## src/lrg_pkg.sv

```systemverilog
// shared constants, codes and controller/datapath types for lane risk guidance
`timescale 1ns / 1ps
package lrg_pkg;

  // default score format
  localparam int DEF_FRAC_BITS  = 11;
  localparam int DEF_SCORE_BITS = 16;

  // fixed field widths
  localparam int DIM_W   = 13;
  localparam int COORD_W = 14;
  localparam int OUT_W   = 16;
  localparam int DIV_W   = 2 * DIM_W + 1;
  localparam int PADDR_W = 3;
  localparam int PDATA_W = 32;

  // register map
  localparam logic REG_WIDTH  = 1'b0;
  localparam logic REG_HEIGHT = 1'b1;
  localparam logic [DIM_W-1:0] WIDTH_RST  = 13'd640;
  localparam logic [DIM_W-1:0] HEIGHT_RST = 13'd480;

  typedef enum logic [1:0] {
    GD_KEEP  = 2'd0,
    GD_LEFT  = 2'd1,
    GD_RIGHT = 2'd2,
    GD_SLOW  = 2'd3
  } guidance_t;

  typedef enum logic [1:0] {
    LN_LEFT   = 2'd0,
    LN_CENTER = 2'd1,
    LN_RIGHT  = 2'd2
  } lane_t;

  typedef enum logic [1:0] {
    DS_A = 2'd0,
    DS_B = 2'd1,
    DS_C = 2'd2
  } div_sel_t;

  typedef enum logic [3:0] {
    CMD_NONE,
    CMD_LOAD,
    CMD_CLAMP,
    CMD_MUL,
    CMD_DIV_GO,
    CMD_DIV_TAKE,
    CMD_C45_GO,
    CMD_RISK,
    CMD_R13_GO,
    CMD_R13_TAKE,
    CMD_ADD,
    CMD_BLEND_GO,
    CMD_BLEND_TAKE,
    CMD_DECIDE
  } cmd_t;

  typedef enum logic [3:0] {
    ST_IDLE,
    ST_CLAMP,
    ST_MUL,
    ST_DIV_GO,
    ST_DIV_WAIT,
    ST_C45_GO,
    ST_C45_WAIT,
    ST_R13_GO,
    ST_R13_WAIT,
    ST_ADD,
    ST_FRAME,
    ST_BLEND_GO,
    ST_BLEND_WAIT,
    ST_DECIDE
  } state_t;

  typedef struct packed {
    cmd_t     op;
    div_sel_t dsel;
    lane_t    lane;
  } dp_cmd_t;

  typedef struct packed {
    logic keep;
    logic big;
    logic frame_end;
    logic div_done;
    logic d10_done;
    logic out_free;
  } dp_status_t;

endpackage

```

## src/lrg_stream_if.sv

```systemverilog
// request channel interfaces for boxes in and guidance out
`timescale 1ns / 1ps
interface lrg_box_if;
  logic                       valid;
  logic                       ready;
  logic                       box_valid;
  logic                       is_vehicle;
  logic [lrg_pkg::COORD_W-1:0] box_left;
  logic [lrg_pkg::COORD_W-1:0] box_top;
  logic [lrg_pkg::COORD_W-1:0] box_right;
  logic [lrg_pkg::COORD_W-1:0] box_bottom;
  logic                       frame_end;

  modport source (output valid, box_valid, is_vehicle, box_left, box_top, box_right,
                  box_bottom, frame_end, input ready);
  modport sink (input valid, box_valid, is_vehicle, box_left, box_top, box_right,
                box_bottom, frame_end, output ready);
endinterface

interface lrg_guide_if;
  logic                      valid;
  logic                      ready;
  logic [1:0]                guidance;
  logic [lrg_pkg::OUT_W-1:0] score_left;
  logic [lrg_pkg::OUT_W-1:0] score_center;
  logic [lrg_pkg::OUT_W-1:0] score_right;

  modport source (output valid, guidance, score_left, score_center, score_right,
                  input ready);
  modport sink (input valid, guidance, score_left, score_center, score_right,
                output ready);
endinterface

```

## src/lrg_div.sv

```systemverilog
// restoring fraction divider, one quotient bit per cycle, numerator at most divisor
`timescale 1ns / 1ps
module lrg_div #(
  parameter int QW = lrg_pkg::DEF_FRAC_BITS + 1
) (
  input  logic                      clk,
  input  logic                      rst,
  input  logic                      start,
  input  logic [lrg_pkg::DIV_W-1:0] num,
  input  logic [lrg_pkg::DIV_W-1:0] den,
  output logic [QW-1:0]             quo,
  output logic                      done
);
  localparam int RW = lrg_pkg::DIV_W;
  localparam int CNTW = $clog2(QW + 1);

  logic [RW-1:0]   rem;
  logic [RW-1:0]   dvs;
  logic [CNTW-1:0] cnt;
  logic            busy;
  logic            ge;
  logic [RW-1:0]   rem_sub;

  // trial subtract of the current partial remainder
  assign ge      = rem >= dvs;
  assign rem_sub = ge ? rem - dvs : rem;

  // control
  always_ff @(posedge clk) begin
    if (rst) begin
      busy <= 1'b0;
      done <= 1'b0;
      cnt  <= '0;
    end else begin
      done <= 1'b0;
      if (start) begin
        busy <= 1'b1;
        cnt  <= CNTW'(QW);
      end else if (busy) begin
        cnt <= cnt - 1'b1;
        if (cnt == CNTW'(1)) begin
          busy <= 1'b0;
          done <= 1'b1;
        end
      end
    end
  end

  // remainder and quotient shift
  always_ff @(posedge clk) begin
    if (start) begin
      rem <= num;
      dvs <= den;
      quo <= '0;
    end else if (busy) begin
      rem <= {rem_sub[RW-2:0], 1'b0};
      quo <= {quo[QW-2:0], ge};
    end
  end
endmodule

```

## src/lrg_div10.sv

```systemverilog
// divide by ten through a reciprocal multiply and one correction, each step registered
`timescale 1ns / 1ps
module lrg_div10 #(
  parameter int DW = 20
) (
  input  logic          clk,
  input  logic          rst,
  input  logic          start,
  input  logic [DW-1:0] x,
  output logic [DW-1:0] q,
  output logic          done
);
  localparam int K = DW + 3;
  localparam logic [63:0] RECIP = (64'd1 << K) / 64'd10;
  localparam logic [K-1:0] M = RECIP[K-1:0];

  logic [DW+K-1:0] prod;
  logic [DW-1:0]   xr;
  logic            v1;
  logic [DW-1:0]   q0;
  logic [DW+3:0]   rem;

  // estimate is low by at most one
  assign q0  = prod[DW+K-1:K];
  assign rem = (DW+4)'(xr) - (DW+4)'(q0) * (DW+4)'(10);

  always_ff @(posedge clk) begin
    if (rst) begin
      v1   <= 1'b0;
      done <= 1'b0;
    end else begin
      v1   <= start;
      done <= v1;
    end
  end

  // multiply stage, then correction stage
  always_ff @(posedge clk) begin
    if (start) begin
      prod <= (DW+K)'(x) * (DW+K)'(M);
      xr   <= x;
    end
    if (v1) begin
      q <= (rem >= (DW+4)'(10)) ? q0 + 1'b1 : q0;
    end
  end
endmodule

```

## src/lrg_dp.sv

```systemverilog
// datapath: clamp, area and ratio arithmetic, region sums, smoothing, decision
`timescale 1ns / 1ps
module lrg_dp #(
  parameter int SCORE_FRAC_BITS = lrg_pkg::DEF_FRAC_BITS,
  parameter int SCORE_BITS      = lrg_pkg::DEF_SCORE_BITS
) (
  input  logic                        clk,
  input  logic                        rst,
  input  lrg_pkg::dp_cmd_t            cmd,
  output lrg_pkg::dp_status_t         status,
  input  logic [lrg_pkg::DIM_W-1:0]   image_width,
  input  logic [lrg_pkg::DIM_W-1:0]   image_height,
  input  logic                        box_valid,
  input  logic                        is_vehicle,
  input  logic [lrg_pkg::COORD_W-1:0] box_left,
  input  logic [lrg_pkg::COORD_W-1:0] box_top,
  input  logic [lrg_pkg::COORD_W-1:0] box_right,
  input  logic [lrg_pkg::COORD_W-1:0] box_bottom,
  input  logic                        frame_end,
  input  logic                        out_ready,
  output logic                        out_valid,
  output lrg_pkg::guidance_t          guidance,
  output logic [SCORE_BITS-1:0]       score_left,
  output logic [SCORE_BITS-1:0]       score_center,
  output logic [SCORE_BITS-1:0]       score_right
);
  localparam int F     = SCORE_FRAC_BITS;
  localparam int SB    = SCORE_BITS;
  localparam int QW    = F + 1;
  localparam int RISKW = F + 4;
  localparam int DW    = (F + 8 > SB + 4) ? F + 8 : SB + 4;
  localparam int CMPW  = ((RISKW > SB) ? RISKW : SB) + 1;
  localparam int CW    = ((SB > F + 1) ? SB : F + 1) + 4;
  localparam int DIMW  = lrg_pkg::DIM_W;
  localparam int DVW   = lrg_pkg::DIV_W;
  localparam logic [SB-1:0] SMAX = '1;
  localparam logic [CW-1:0] UNIT = CW'(1) << F;

  // latched item
  logic                        bv_q, veh_q, fe_q;
  logic [lrg_pkg::COORD_W-1:0] left_q, top_q, right_q, bottom_q;

  // clamped box
  logic [DIMW-1:0] w_q, h_q, y1_q;
  logic [DIMW:0]   s_q;
  logic            keep_q;
  lrg_pkg::lane_t  region_q;

  // products and quotients
  logic [2*DIMW-1:0] area_q, full_q;
  logic [DIMW-1:0]   dist_q;
  logic [QW-1:0]     qa, qb, qc;
  logic [RISKW-1:0]  risk;

  // running state
  logic [SB-1:0] sums [3];
  logic [SB-1:0] smooth [3];

  // clamp arithmetic
  logic signed [15:0] l_s, t_s, r_s, b_s, wm1_s, hm1_s;
  logic signed [15:0] x0_s, y0_s, x1_s, y1_s, w_s, h_s;
  logic [17:0]        y20, h7, h13;
  logic [DIMW:0]      s_c;
  logic [15:0]        s3, w2, w4;
  logic               keep_c;
  lrg_pkg::lane_t     region_c;

  assign l_s   = 16'($signed(left_q));
  assign t_s   = 16'($signed(top_q));
  assign r_s   = 16'($signed(right_q));
  assign b_s   = 16'($signed(bottom_q));
  assign wm1_s = $signed({3'b000, image_width}) - 16'sd1;
  assign hm1_s = $signed({3'b000, image_height}) - 16'sd1;
  assign x0_s  = (l_s < 16'sd0) ? 16'sd0 : l_s;
  assign y0_s  = (t_s < 16'sd0) ? 16'sd0 : t_s;
  assign x1_s  = (r_s > wm1_s) ? wm1_s : r_s;
  assign y1_s  = (b_s > hm1_s) ? hm1_s : b_s;
  assign w_s   = x1_s - x0_s;
  assign h_s   = y1_s - y0_s;
  assign y20   = 18'(y1_s[DIMW-1:0]) * 18'd20;
  assign h7    = 18'(image_height) * 18'd7;
  assign h13   = 18'(image_height) * 18'd13;
  assign s_c   = (DIMW+1)'(x0_s[DIMW-1:0]) + (DIMW+1)'(x1_s[DIMW-1:0]);
  assign s3    = 16'(s_c) * 16'd3;
  assign w2    = 16'(image_width) << 1;
  assign w4    = 16'(image_width) << 2;

  assign keep_c = bv_q && veh_q && (image_width != '0) && (image_height != '0) &&
                  (w_s > 16'sd0) && (h_s > 16'sd0) && (y20 >= h7);

  always_comb begin
    if (s3 < w2) begin
      region_c = lrg_pkg::LN_LEFT;
    end else if (s3 < w4) begin
      region_c = lrg_pkg::LN_CENTER;
    end else begin
      region_c = lrg_pkg::LN_RIGHT;
    end
  end

  // centre distance term
  logic [DIMW:0] sw;
  logic [DIMW:0] w_e;
  assign w_e = (DIMW+1)'(image_width);
  assign sw  = (s_q >= w_e) ? s_q - w_e : w_e - s_q;

  // large-and-low scaling condition
  logic [31:0] area50;
  assign area50     = 32'(area_q) * 32'd50;
  assign status.big = (area50 > 32'(full_q)) && ((18'(y1_q) * 18'd20) > h13);

  // shared fraction divider
  logic            div_start;
  logic [DVW-1:0]  div_num, div_den;
  logic [QW-1:0]   div_q;
  logic            div_done;

  assign div_start = (cmd.op == lrg_pkg::CMD_DIV_GO);

  always_comb begin
    unique case (cmd.dsel)
      lrg_pkg::DS_A: begin
        div_num = DVW'(area_q);
        div_den = DVW'(full_q);
      end
      lrg_pkg::DS_B: begin
        div_num = DVW'(y1_q);
        div_den = DVW'(image_height);
      end
      lrg_pkg::DS_C: begin
        div_num = DVW'(dist_q);
        div_den = DVW'(image_width);
      end
      default: begin
        div_num = '0;
        div_den = '1;
      end
    endcase
  end

  lrg_div #(.QW(QW)) u_div (
    .clk   (clk),
    .rst   (rst),
    .start (div_start),
    .num   (div_num),
    .den   (div_den),
    .quo   (div_q),
    .done  (div_done)
  );

  // shared divide-by-ten unit
  logic          d10_start;
  logic [DW-1:0] d10_x, d10_q;
  logic          d10_done;
  logic [1:0]    ln;
  assign ln = cmd.lane;

  always_comb begin
    d10_start = 1'b0;
    d10_x     = '0;
    case (cmd.op)
      lrg_pkg::CMD_C45_GO: begin
        d10_start = 1'b1;
        d10_x     = DW'({qc, 3'b000});
      end
      lrg_pkg::CMD_R13_GO: begin
        d10_start = 1'b1;
        d10_x     = DW'(risk) * DW'(13);
      end
      lrg_pkg::CMD_BLEND_GO: begin
        d10_start = 1'b1;
        d10_x     = (DW'(smooth[ln]) << 3) - DW'(smooth[ln]) +
                    (DW'(sums[ln]) << 1) + DW'(sums[ln]);
      end
      default: begin
        d10_start = 1'b0;
      end
    endcase
  end

  lrg_div10 #(.DW(DW)) u_div10 (
    .clk   (clk),
    .rst   (rst),
    .start (d10_start),
    .x     (d10_x),
    .q     (d10_q),
    .done  (d10_done)
  );

  // risk saturation and region add
  logic [CMPW-1:0] risk_e;
  logic [SB-1:0]   risk_sat;
  logic [SB:0]     sum_add;
  assign risk_e   = CMPW'(risk);
  assign risk_sat = (risk_e > CMPW'(SMAX)) ? SMAX : SB'(risk);
  assign sum_add  = (SB+1)'(sums[region_q]) + (SB+1)'(risk_sat);

  // decision on smoothed scores
  logic [CW-1:0]      l5, c5, r5, diff;
  lrg_pkg::guidance_t gd_c;
  assign l5   = CW'(smooth[0]) * CW'(5);
  assign c5   = CW'(smooth[1]) * CW'(5);
  assign r5   = CW'(smooth[2]) * CW'(5);
  assign diff = (smooth[0] > smooth[2]) ? CW'(smooth[0] - smooth[2]) :
                                          CW'(smooth[2] - smooth[0]);

  always_comb begin
    if (c5 < CW'(13) * UNIT) begin
      gd_c = lrg_pkg::GD_KEEP;
    end else if ((l5 > CW'(11) * UNIT) && (c5 > CW'(11) * UNIT) &&
                 (r5 > CW'(11) * UNIT)) begin
      gd_c = lrg_pkg::GD_SLOW;
    end else if ((l5 + CW'(4) * UNIT < c5) && (smooth[0] < smooth[2])) begin
      gd_c = lrg_pkg::GD_LEFT;
    end else if ((r5 + CW'(4) * UNIT < c5) && (smooth[2] < smooth[0])) begin
      gd_c = lrg_pkg::GD_RIGHT;
    end else begin
      gd_c = lrg_pkg::GD_SLOW;
    end
    // anti-jitter override
    if (((diff << 2) < UNIT) && (c5 < CW'(14) * UNIT)) begin
      gd_c = lrg_pkg::GD_KEEP;
    end
  end

  // payload registers
  always_ff @(posedge clk) begin
    case (cmd.op)
      lrg_pkg::CMD_LOAD: begin
        bv_q     <= box_valid;
        veh_q    <= is_vehicle;
        left_q   <= box_left;
        top_q    <= box_top;
        right_q  <= box_right;
        bottom_q <= box_bottom;
        fe_q     <= frame_end;
      end
      lrg_pkg::CMD_CLAMP: begin
        keep_q   <= keep_c;
        w_q      <= w_s[DIMW-1:0];
        h_q      <= h_s[DIMW-1:0];
        y1_q     <= y1_s[DIMW-1:0];
        s_q      <= s_c;
        region_q <= region_c;
      end
      lrg_pkg::CMD_MUL: begin
        area_q <= (2*DIMW)'(w_q) * (2*DIMW)'(h_q);
        full_q <= (2*DIMW)'(image_width) * (2*DIMW)'(image_height);
        dist_q <= (w_e > sw) ? DIMW'(w_e - sw) : '0;
      end
      lrg_pkg::CMD_DIV_TAKE: begin
        unique case (cmd.dsel)
          lrg_pkg::DS_A: qa <= div_q;
          lrg_pkg::DS_B: qb <= div_q;
          lrg_pkg::DS_C: qc <= div_q;
          default:       qa <= div_q;
        endcase
      end
      lrg_pkg::CMD_RISK: begin
        risk <= RISKW'(qa) * RISKW'(3) + ((RISKW'(qb) * RISKW'(3)) >> 1) +
                RISKW'(d10_q);
      end
      lrg_pkg::CMD_R13_TAKE: begin
        risk <= RISKW'(d10_q);
      end
      default: begin
      end
    endcase
  end

  // running sums and smoothed scores
  always_ff @(posedge clk) begin
    if (rst) begin
      for (int i = 0; i < 3; i++) begin
        sums[i]   <= '0;
        smooth[i] <= '0;
      end
    end else begin
      case (cmd.op)
        lrg_pkg::CMD_ADD: begin
          sums[region_q] <= sum_add[SB] ? SMAX : sum_add[SB-1:0];
        end
        lrg_pkg::CMD_BLEND_TAKE: begin
          smooth[ln] <= SB'(d10_q);
        end
        lrg_pkg::CMD_DECIDE: begin
          for (int i = 0; i < 3; i++) begin
            sums[i] <= '0;
          end
        end
        default: begin
        end
      endcase
    end
  end

  // output register
  always_ff @(posedge clk) begin
    if (rst) begin
      out_valid <= 1'b0;
    end else if (cmd.op == lrg_pkg::CMD_DECIDE) begin
      out_valid <= 1'b1;
    end else if (out_ready) begin
      out_valid <= 1'b0;
    end
  end

  always_ff @(posedge clk) begin
    if (cmd.op == lrg_pkg::CMD_DECIDE) begin
      guidance     <= gd_c;
      score_left   <= smooth[0];
      score_center <= smooth[1];
      score_right  <= smooth[2];
    end
  end

  assign status.keep      = keep_q;
  assign status.frame_end = fe_q;
  assign status.div_done  = div_done;
  assign status.d10_done  = d10_done;
  assign status.out_free  = !out_valid || out_ready;
endmodule

```

## src/lrg_ctrl.sv

```systemverilog
// controller: sequences one item through the datapath
`timescale 1ns / 1ps
module lrg_ctrl (
  input  logic                clk,
  input  logic                rst,
  input  logic                in_valid,
  output logic                in_ready,
  input  lrg_pkg::dp_status_t status,
  output lrg_pkg::dp_cmd_t    cmd
);
  lrg_pkg::state_t   state, state_next;
  lrg_pkg::div_sel_t dsel, dsel_next;
  lrg_pkg::lane_t    lane, lane_next;

  // state registers
  always_ff @(posedge clk) begin
    if (rst) begin
      state <= lrg_pkg::ST_IDLE;
      dsel  <= lrg_pkg::DS_A;
      lane  <= lrg_pkg::LN_LEFT;
    end else begin
      state <= state_next;
      dsel  <= dsel_next;
      lane  <= lane_next;
    end
  end

  // next state and commands
  always_comb begin
    state_next = state;
    dsel_next  = dsel;
    lane_next  = lane;
    in_ready   = 1'b0;
    cmd.op     = lrg_pkg::CMD_NONE;
    cmd.dsel   = dsel;
    cmd.lane   = lane;
    unique case (state)
      lrg_pkg::ST_IDLE: begin
        in_ready = 1'b1;
        if (in_valid) begin
          cmd.op     = lrg_pkg::CMD_LOAD;
          state_next = lrg_pkg::ST_CLAMP;
        end
      end
      lrg_pkg::ST_CLAMP: begin
        cmd.op     = lrg_pkg::CMD_CLAMP;
        state_next = lrg_pkg::ST_MUL;
      end
      lrg_pkg::ST_MUL: begin
        cmd.op = lrg_pkg::CMD_MUL;
        if (status.keep) begin
          dsel_next  = lrg_pkg::DS_A;
          state_next = lrg_pkg::ST_DIV_GO;
        end else begin
          state_next = lrg_pkg::ST_FRAME;
        end
      end
      lrg_pkg::ST_DIV_GO: begin
        cmd.op     = lrg_pkg::CMD_DIV_GO;
        state_next = lrg_pkg::ST_DIV_WAIT;
      end
      lrg_pkg::ST_DIV_WAIT: begin
        if (status.div_done) begin
          cmd.op = lrg_pkg::CMD_DIV_TAKE;
          unique case (dsel)
            lrg_pkg::DS_A: begin
              dsel_next  = lrg_pkg::DS_B;
              state_next = lrg_pkg::ST_DIV_GO;
            end
            lrg_pkg::DS_B: begin
              dsel_next  = lrg_pkg::DS_C;
              state_next = lrg_pkg::ST_DIV_GO;
            end
            default: begin
              state_next = lrg_pkg::ST_C45_GO;
            end
          endcase
        end
      end
      lrg_pkg::ST_C45_GO: begin
        cmd.op     = lrg_pkg::CMD_C45_GO;
        state_next = lrg_pkg::ST_C45_WAIT;
      end
      lrg_pkg::ST_C45_WAIT: begin
        if (status.d10_done) begin
          cmd.op     = lrg_pkg::CMD_RISK;
          state_next = status.big ? lrg_pkg::ST_R13_GO : lrg_pkg::ST_ADD;
        end
      end
      lrg_pkg::ST_R13_GO: begin
        cmd.op     = lrg_pkg::CMD_R13_GO;
        state_next = lrg_pkg::ST_R13_WAIT;
      end
      lrg_pkg::ST_R13_WAIT: begin
        if (status.d10_done) begin
          cmd.op     = lrg_pkg::CMD_R13_TAKE;
          state_next = lrg_pkg::ST_ADD;
        end
      end
      lrg_pkg::ST_ADD: begin
        cmd.op     = lrg_pkg::CMD_ADD;
        state_next = lrg_pkg::ST_FRAME;
      end
      lrg_pkg::ST_FRAME: begin
        if (status.frame_end) begin
          lane_next  = lrg_pkg::LN_LEFT;
          state_next = lrg_pkg::ST_BLEND_GO;
        end else begin
          state_next = lrg_pkg::ST_IDLE;
        end
      end
      lrg_pkg::ST_BLEND_GO: begin
        cmd.op     = lrg_pkg::CMD_BLEND_GO;
        state_next = lrg_pkg::ST_BLEND_WAIT;
      end
      lrg_pkg::ST_BLEND_WAIT: begin
        if (status.d10_done) begin
          cmd.op = lrg_pkg::CMD_BLEND_TAKE;
          unique case (lane)
            lrg_pkg::LN_LEFT: begin
              lane_next  = lrg_pkg::LN_CENTER;
              state_next = lrg_pkg::ST_BLEND_GO;
            end
            lrg_pkg::LN_CENTER: begin
              lane_next  = lrg_pkg::LN_RIGHT;
              state_next = lrg_pkg::ST_BLEND_GO;
            end
            default: begin
              state_next = lrg_pkg::ST_DECIDE;
            end
          endcase
        end
      end
      lrg_pkg::ST_DECIDE: begin
        if (status.out_free) begin
          cmd.op     = lrg_pkg::CMD_DECIDE;
          state_next = lrg_pkg::ST_IDLE;
        end
      end
      default: begin
        state_next = lrg_pkg::ST_IDLE;
      end
    endcase
  end
endmodule

```

## src/lane_risk_guidance_top.sv

```systemverilog
// top level: lane risk guidance with configuration registers
// an item is taken only in idle; a dropped box or bare frame mark passes load, clamp, multiply
// and the frame check; a kept box adds three passes of the shared bit-serial divider and a
// divide-by-ten pass, and a second divide-by-ten pass if large and low
// a frame end adds smoothing through the divide-by-ten unit and the decision
// synchronous reset clears sums, scores and control and restores width 640, height 480
`timescale 1ns / 1ps
module lane_risk_guidance_top #(
  parameter int SCORE_FRAC_BITS = lrg_pkg::DEF_FRAC_BITS,
  parameter int SCORE_BITS      = lrg_pkg::DEF_SCORE_BITS
) (
  input  logic                        clk,
  input  logic                        rst,
  lrg_box_if.sink                     box_in,
  lrg_guide_if.source                 guide_out,
  input  logic                        psel,
  input  logic                        penable,
  input  logic                        pwrite,
  input  logic [lrg_pkg::PADDR_W-1:0] paddr,
  input  logic [lrg_pkg::PDATA_W-1:0] pwdata,
  output logic [lrg_pkg::PDATA_W-1:0] prdata,
  output logic                        pready
);
  logic [lrg_pkg::DIM_W-1:0] image_width, image_height;

  // configuration registers
  always_ff @(posedge clk) begin
    if (rst) begin
      image_width  <= lrg_pkg::WIDTH_RST;
      image_height <= lrg_pkg::HEIGHT_RST;
    end else if (psel && penable && pwrite) begin
      if (paddr[2] == lrg_pkg::REG_WIDTH) begin
        image_width <= pwdata[lrg_pkg::DIM_W-1:0];
      end else begin
        image_height <= pwdata[lrg_pkg::DIM_W-1:0];
      end
    end
  end

  assign pready = 1'b1;
  assign prdata = (paddr[2] == lrg_pkg::REG_HEIGHT) ?
                  lrg_pkg::PDATA_W'(image_height) : lrg_pkg::PDATA_W'(image_width);

  lrg_pkg::dp_cmd_t    cmd;
  lrg_pkg::dp_status_t status;
  lrg_pkg::guidance_t  gd;
  logic [SCORE_BITS-1:0] sl, sc, sr;

  lrg_ctrl u_ctrl (
    .clk      (clk),
    .rst      (rst),
    .in_valid (box_in.valid),
    .in_ready (box_in.ready),
    .status   (status),
    .cmd      (cmd)
  );

  lrg_dp #(
    .SCORE_FRAC_BITS (SCORE_FRAC_BITS),
    .SCORE_BITS      (SCORE_BITS)
  ) u_dp (
    .clk          (clk),
    .rst          (rst),
    .cmd          (cmd),
    .status       (status),
    .image_width  (image_width),
    .image_height (image_height),
    .box_valid    (box_in.box_valid),
    .is_vehicle   (box_in.is_vehicle),
    .box_left     (box_in.box_left),
    .box_top      (box_in.box_top),
    .box_right    (box_in.box_right),
    .box_bottom   (box_in.box_bottom),
    .frame_end    (box_in.frame_end),
    .out_ready    (guide_out.ready),
    .out_valid    (guide_out.valid),
    .guidance     (gd),
    .score_left   (sl),
    .score_center (sc),
    .score_right  (sr)
  );

  // low bits of each score
  assign guide_out.guidance     = gd;
  assign guide_out.score_left   = lrg_pkg::OUT_W'(sl);
  assign guide_out.score_center = lrg_pkg::OUT_W'(sc);
  assign guide_out.score_right  = lrg_pkg::OUT_W'(sr);
endmodule

```

## src/flat_wrapper.sv

```systemverilog
// flat-port wrapper written by rule: the top's interface ports become plain ports
module lane_risk_guidance_top_flat 
#(
  parameter int SCORE_FRAC_BITS = lrg_pkg::DEF_FRAC_BITS,
  parameter int SCORE_BITS      = lrg_pkg::DEF_SCORE_BITS
)
  (clk, rst, psel, penable, pwrite, paddr, pwdata, prdata, pready, box_in_valid, box_in_box_valid, box_in_is_vehicle, box_in_box_left, box_in_box_top, box_in_box_right, box_in_box_bottom, box_in_frame_end, box_in_ready, guide_out_valid, guide_out_guidance, guide_out_score_left, guide_out_score_center, guide_out_score_right, guide_out_ready);
  lrg_box_if box_in_i ();
  lrg_guide_if guide_out_i ();
  input  logic clk;
  input  logic rst;
  input  logic psel;
  input  logic penable;
  input  logic pwrite;
  input  logic [lrg_pkg::PADDR_W-1:0] paddr;
  input  logic [lrg_pkg::PDATA_W-1:0] pwdata;
  output logic [lrg_pkg::PDATA_W-1:0] prdata;
  output logic pready;
  input wire logic [$bits(box_in_i.valid)-1:0] box_in_valid;
  input wire logic [$bits(box_in_i.box_valid)-1:0] box_in_box_valid;
  input wire logic [$bits(box_in_i.is_vehicle)-1:0] box_in_is_vehicle;
  input wire logic [$bits(box_in_i.box_left)-1:0] box_in_box_left;
  input wire logic [$bits(box_in_i.box_top)-1:0] box_in_box_top;
  input wire logic [$bits(box_in_i.box_right)-1:0] box_in_box_right;
  input wire logic [$bits(box_in_i.box_bottom)-1:0] box_in_box_bottom;
  input wire logic [$bits(box_in_i.frame_end)-1:0] box_in_frame_end;
  output wire logic [$bits(box_in_i.ready)-1:0] box_in_ready;
  output wire logic [$bits(guide_out_i.valid)-1:0] guide_out_valid;
  output wire logic [$bits(guide_out_i.guidance)-1:0] guide_out_guidance;
  output wire logic [$bits(guide_out_i.score_left)-1:0] guide_out_score_left;
  output wire logic [$bits(guide_out_i.score_center)-1:0] guide_out_score_center;
  output wire logic [$bits(guide_out_i.score_right)-1:0] guide_out_score_right;
  input wire logic [$bits(guide_out_i.ready)-1:0] guide_out_ready;
  assign box_in_i.valid = box_in_valid;
  assign box_in_i.box_valid = box_in_box_valid;
  assign box_in_i.is_vehicle = box_in_is_vehicle;
  assign box_in_i.box_left = box_in_box_left;
  assign box_in_i.box_top = box_in_box_top;
  assign box_in_i.box_right = box_in_box_right;
  assign box_in_i.box_bottom = box_in_box_bottom;
  assign box_in_i.frame_end = box_in_frame_end;
  assign box_in_ready = box_in_i.ready;
  assign guide_out_valid = guide_out_i.valid;
  assign guide_out_guidance = guide_out_i.guidance;
  assign guide_out_score_left = guide_out_i.score_left;
  assign guide_out_score_center = guide_out_i.score_center;
  assign guide_out_score_right = guide_out_i.score_right;
  assign guide_out_i.ready = guide_out_ready;
  lane_risk_guidance_top #(.SCORE_FRAC_BITS(SCORE_FRAC_BITS), .SCORE_BITS(SCORE_BITS)) u_core (.clk(clk), .rst(rst), .box_in(box_in_i), .guide_out(guide_out_i), .psel(psel), .penable(penable), .pwrite(pwrite), .paddr(paddr), .pwdata(pwdata), .prdata(prdata), .pready(pready));
endmodule
```

## config.mk

```make
export PLATFORM = sky130hd
export DESIGN_NAME = lane_risk_guidance_top_flat
export DESIGN_NICKNAME = d
export VERILOG_FILES = /design/src/lrg_pkg.sv /design/src/lrg_stream_if.sv /design/src/lrg_div.sv /design/src/lrg_div10.sv /design/src/lrg_dp.sv /design/src/lrg_ctrl.sv /design/src/lane_risk_guidance_top.sv /design/src/flat_wrapper.sv
export SDC_FILE = /design/constraint.sdc
export NUM_CORES = 2
export LEC_CHECK = 0
export CAP_MARGIN = 20
export CORE_UTILIZATION = 39
export CTS_CLUSTER_SIZE = 28
export DETAILED_ROUTE_END_ITERATION = 10
export DONT_BUFFER_PORTS = 1
export PLACE_DENSITY = 0.61
export SLEW_MARGIN = 20
export SYNTH_ARGS = -nofsm -noshare
export SYNTH_HDL_FRONTEND = slang
export SYNTH_SLANG_ARGS = --single-unit
```

## constraint.sdc

```tcl
create_clock -name clk -period 23.5 [get_ports clk]
set_clock_uncertainty 0.05 [all_clocks]
set_input_delay 1.175 -clock clk [delete_from_list [all_inputs] [get_ports clk]]
set_output_delay 1.175 -clock clk [all_outputs]
set_load 0.02 [all_outputs]
```

* Word-level counts from Yosys, hierarchy flattened *
Memory sizes are Yosys's and may differ from the RTL's. A register that Yosys moved wholly into a read port is not among the register bits.
Cells that the tools add are included.

storage, ports and cells
  register bits = 464
  bits in latches = 0
  bits in writable memories = 96
  memory bits (read-only) = 0
  input bits = 101
  output and inout bits = 85
  logic and storage cells = 282
  memories = 2

memories
  memory              depth  bits a word  read ports  clocked after memory_dff  write ports  RTL line      text
  u_core.u_dp.smooth  3      16           4           1                         3            lrg_dp.sv:57  logic [SB-1:0] smooth [3];
  u_core.u_dp.sums    3      16           2           2                         3            lrg_dp.sv:56  logic [SB-1:0] sums [3];

cells by class
  add/sub/neg operators = 22
  multipliers = 16
  divide/modulo/power cells = 0
  $lt $le $gt $ge = 27
  equal/unequal tests = 40
  shift operators = 0
  muxes and demuxes = 84
  bitwise logic cells = 6
  reduce and logical (&&, ||, !) cells = 43

operator list
  cell                      count
  $mux W16                  12
  $pmux W27 S3              1
  $pmux W26 S3              1
  $pmux W20 S3              1
  $gt A19 B15 Y1 const B    3
  $mul A16 B3 Y19 const B   3
  $mux W4                   14
  $pmux W4 S14              1
  $mux W27                  2
  $mul A13 B13 Y26          2
  $pmux W4 S13              1
  $eq A4 B4 Y1 const B      12
  $mul A13 B3 Y16 const B   3
  $add A19 B14 Y20 const B  2
  $lt A20 B19 Y1            2
  $lt A19 B15 Y1 const B    2
  $mul A20 B18 Y38 const B  1
  $sub A16 B16 Y17          2
  $eq A4 B3 Y1 const B      8
  $gt A16 B1 Y1 const B     2
  $gt A32 B26 Y1            1
  $lt A16 B16 Y1            2
  $reduce_or A16 Y1         2
  $sub A16 B16 Y16          2
  other kinds (64)          156

* Depth between registers and ports, before layout *
  depth in word-level cells = 10
  mapped depth = 43
  mapped depth without buffers = 41

* Modules after synthesis *
A second synthesis with hierarchy kept.

second synthesis, totals
  cell total of the unflattened synthesis = 6,819
  area total of the unflattened synthesis = 65,997.0 sq um

modules (own cells, without submodules)
  module                  instances  cells each  area an instance (sq um)  seq. area each (sq um)
  lrg_dp                  1          5,142       49,371.1                  12,311.8
  lrg_div10               1          986         10,007.1                  1,661.6
  lrg_div                 1          436         4,416.7                   1,981.9
  lane_risk_guidance_top  1          142         1,418.9                   520.5
  lrg_ctrl                1          113         783.3                     160.2

* Worst setup path after synthesis *
OpenSTA, ideal clock, no wires.

  kind = flip-flop to flip-flop
  start = register with a tool-made name
  end = register u_core.u_dp.u_div10.prod[39] (data pin)
  library setup time = 0.260 ns
  arrival = 9.999 ns
  data required time = 23.190 ns
  slack = 13.191 ns
  stages on the path, launching flop included = 42
  buffers on the path = 2
  period minus slack after synthesis = 10.309 ns
  cells stage by stage = dfxtp_1 clkbuf_1 buf_1 mux4_2 inv_1 fa_1 fa_1 ha_1 a21o_1 a21oi_1 o21bai_1 a21oi_1 o21bai_1 a21oi_1 o21ai_0 a31oi_1 o21bai_1 a21oi_1 [... 6 more ...] inv_1 fa_1 fa_1 inv_1 fa_1 inv_1 ha_1 a21o_1 a21o_1 a21oi_1 a31oi_2 a21boi_4 o21ai_2 o41a_1 and2_4 a311o_1 a21oi_2 xnor2_1

RTL lines
  what                  RTL line         text
  to (signal assigned)  lrg_div10.sv:40  prod <= (DW+K)'(x) * (DW+K)'(M);
  to (decl)             lrg_div10.sv:17  logic [DW+K-1:0] prod;

==> impl_metrics.csv <==
group,metric,value,unit
clock_network,post_cts_buffers,0,
drt,drc,0,
drt,ant_nets,0,
logic_synthesis,ys_top_cells_by_count,"inv_1 (1176), ha_1 (1017), edfxtp_1 (515), fa_1 (485), nand2_1 (460)",
clock_network,clock-sinks,574,
setup_path,critPathArrivalTime,11.87,ns
logic_synthesis,yosysMostFrequentCell,"inv_1",
clock_network,postCtsHoldBufs,0,
job,drv_cap,0,
logic_synthesis,ys_top_cells_by_area,"edfxtp_1 (24%), ha_1 (20%), fa_1 (15%)",
sta,fin_crit,11.49,ns
floorplan,core_region_area,0.1630,mm2
placed_design,hpwl,133400,um
clock_network,clock-root-buffer,"clkbuf_16",
setup_path,critPathKind,"reg2reg",
logic_synthesis,syn_area,0.06405,mm2
drt,viasPerCell,5.279,
drt,drt_iter0_drc,3037,
logic_synthesis,synthArstFlopShare,0,
finish,drive_above_1_share,0.04281,
grt,antenna_found_initial,1,
logic_synthesis,synth_cells,6635,
finish,multi_input_area,0.04233,mm2
floorplan,fp.dieH,407.3,um
logic_synthesis,synth.avg_cell_area,9.654,um2
sta,drv_slew,0,
placed_design,port_buffers,0,
sta,fmax,86.99,MHz
logic_synthesis,synth.largest_area_cell,"edfxtp_1",
outcome,status,"complete, no violations",
sta,period_share,0.4891,
logic_synthesis,synth-edff-count,515,
setup_path,path_max_fanout,32,
clock_network,cts_tree,"yes",
logic_synthesis,synth_cell_types,94,
clock_network,clkTransAtPathRegs,0.06,ns
floorplan,fp.dieArea,0.1659,mm2
clock_network,cts_max_level,3,
grt,grt_start_max_net_pins,68,
clock_network,cts_max_path_buffers,3,
drt,wl_per_cell,19.02,um
clock_network,cts_made_buffers,72,
drt,drt-pass1-iter-count,8,
grt,grt_pass1_wl,264100,um
finish,area_growth,7.591,%
grt,grt_pass1_vias,47030,
placed_design,finalWeightedCongestion,0.9083,
sta,hold_viol,0,
setup_path,start_kind,"flip-flop",
finish,regArea,0.01665,mm2
sta,relSlewSlack,0.2359,
logic_synthesis,ys_seq_area_frac,0.2599,
drt,vias,46622,
sta,tns,0,ns
sta,rsz0062_at_grt,"no",
clock_network,cts_resized,0,
setup_path,crit_required,23.88,ns
finish,nNetsFinal,8202,
finish,num_antenna_cells,0,
grt,overflow,0,
clock_network,clkLatencyLatePin,0.69,ns
drt,drt-total-wl,168000,um
logic_synthesis,synth_warnings,0,
logic_synthesis,yosysTopAreaCellShare,0.2414,
logic_synthesis,ys.flop_type,"edfxtp_1",
sta,tightestPinTransition,1.145,ns
sta,setup_viol,0,
setup_path,cp-end-kind,"flip-flop",
setup_path,slowest_delay,0.66,ns
grt,grt_usage,0.2021,
floorplan,rows,148,
floorplan,die_w,407.3,um
worst_hold_path,hold_class,"reg2reg",
logic_synthesis,ys_ff_latch,574,
floorplan,initial_core_util,0.3931,
floorplan,ios,186,
setup_path,crit_slowest_cell,"mux4_2",
finish,fill_cells,15798,
==> worst max-delay path: cells and delay by family, from the launching register on <==
kind	cells	cell delay (ns)
AO/OA/AOI/OAI	18	4.09
XOR/XNOR	2	0.28
adder cells (fa/ha/maj)	9	4.24
buffers and inverters	7	1.30
flip-flops	1	0.31
multiplexers	1	0.66
AND/OR/NAND/NOR	2	0.31
==> cell usage in the layout (no fill, tap or decap), types with 17 or more instances in the layout <==
cell type	n
clkinv_2	17
a22oi_1	19
nor2_1	391
ha_1	1015
dfxtp_1	58
and3_1	43
nand2_1	460
conb_1	20
a211oi_1	25
or3_1	20
mux2i_1	32
xnor2_1	256
mux4_2	48
xor2_1	111
fa_1	485
nand2b_1	88
a21oi_1	393
buf_4	55
o21ai_0	205
o21a_1	50
o21ai_1	51
nor2b_1	85
and2_1	111
nor4_1	39
nand3_1	81
inv_1	1174
edfxtp_1	515
o21bai_1	64
a21o_1	147
clkbuf_16	74
nor3_1	80
o211ai_1	20
a222oi_1	19
nand4_1	46
a31oi_1	40
a21boi_0	17
==> path summary, 6_finish.rpt <==
path / depth (start not counted) / end / from / slack [ns]
max: 39 / u_core.u_dp.u_div10.prod[39]$_DFFE_PP_ / flip-flop / 12.01
min reg2reg: 0 / u_core.u_dp.smooth[3][1]$_DFFE_PP_ / u_core.u_dp.u_div10.q[1]$_DFFE_PP_ / 0.45
min: 0 / u_core.u_dp.smooth[3][1]$_DFFE_PP_ / u_core.u_dp.u_div10.q[1]$_DFFE_PP_ / 0.45
max reg2reg: 39 / u_core.u_dp.u_div10.prod[39]$_DFFE_PP_ / flip-flop / 12.01
==> cell families after synthesis <==
kind of cell / share of synthesized area
buffers and inverters: 0.08142
XOR/XNOR: 0.05018
adder cells (fa/ha/maj): 0.3502
AND/OR/NAND/NOR: 0.1130
multiplexers: 0.02452
other: 0.0001172
AO/OA/AOI/OAI: 0.1206
flip-flops: 0.2599
==> final cells by class <==
class | count | share of cell area
Clock buffer | 90 | 0.02876
Clock inverter | 42 | 0.005628
Inverter | 1182 | 0.06438
Multi-Input combinational cell | 4714 | 0.6142
Sequential cell | 574 | 0.2416
Tap cell | 2175 | 0.03949
Timing Repair Buffer | 55 | 0.005992
==> per-layer routing <==
| layer | wire length [um] | vias up | track usage |
|---|---|---|---|
| met5 | 0 | - | 0 |
| met4 | 6059 | 0 | 0.06767 |
| met3 | 9115 | 285 | 0.02951 |
| met2 | 79820 | 1232 | 0.3433 |
| met1 | 73020 | 22670 | 0.2624 |
| li1 | - | 22435 | - |
==> through the flow <==
stage                 util  hold slack [ns]  cell area, um2  std cells  worst slack, ns
floorplan                -           0.3922           64120       6653            13.19
CTS                 0.4229           0.4351           68910       8832            11.93
global placement    0.4083           0.4176           66540       8700            12.01
finish              0.4229           0.4494           68910       8832            12.01
detailed placement  0.4083           0.4241           66540       8700            11.98
global route        0.4229           0.4532           68910       8832            11.43
==> state kept, by name, summed over array words and instances, names as in the netlist, 17 cells and up, named ones only <==
name / cells
u_core.u_dp.u_div.dvs: 27
u_core.u_dp.smooth: 64
u_core.u_dp.area_q: 26
u_core.u_dp.u_div.rem: 27
u_core.u_dp.sums: 64
u_core.u_dp.full_q: 26
u_core.u_dp.u_div10.prod: 17
u_core.u_dp.u_div10.xr: 19
Power is not shown: default switching activity piles up to over one toggle a cycle in this logic, so the estimate is an artifact.
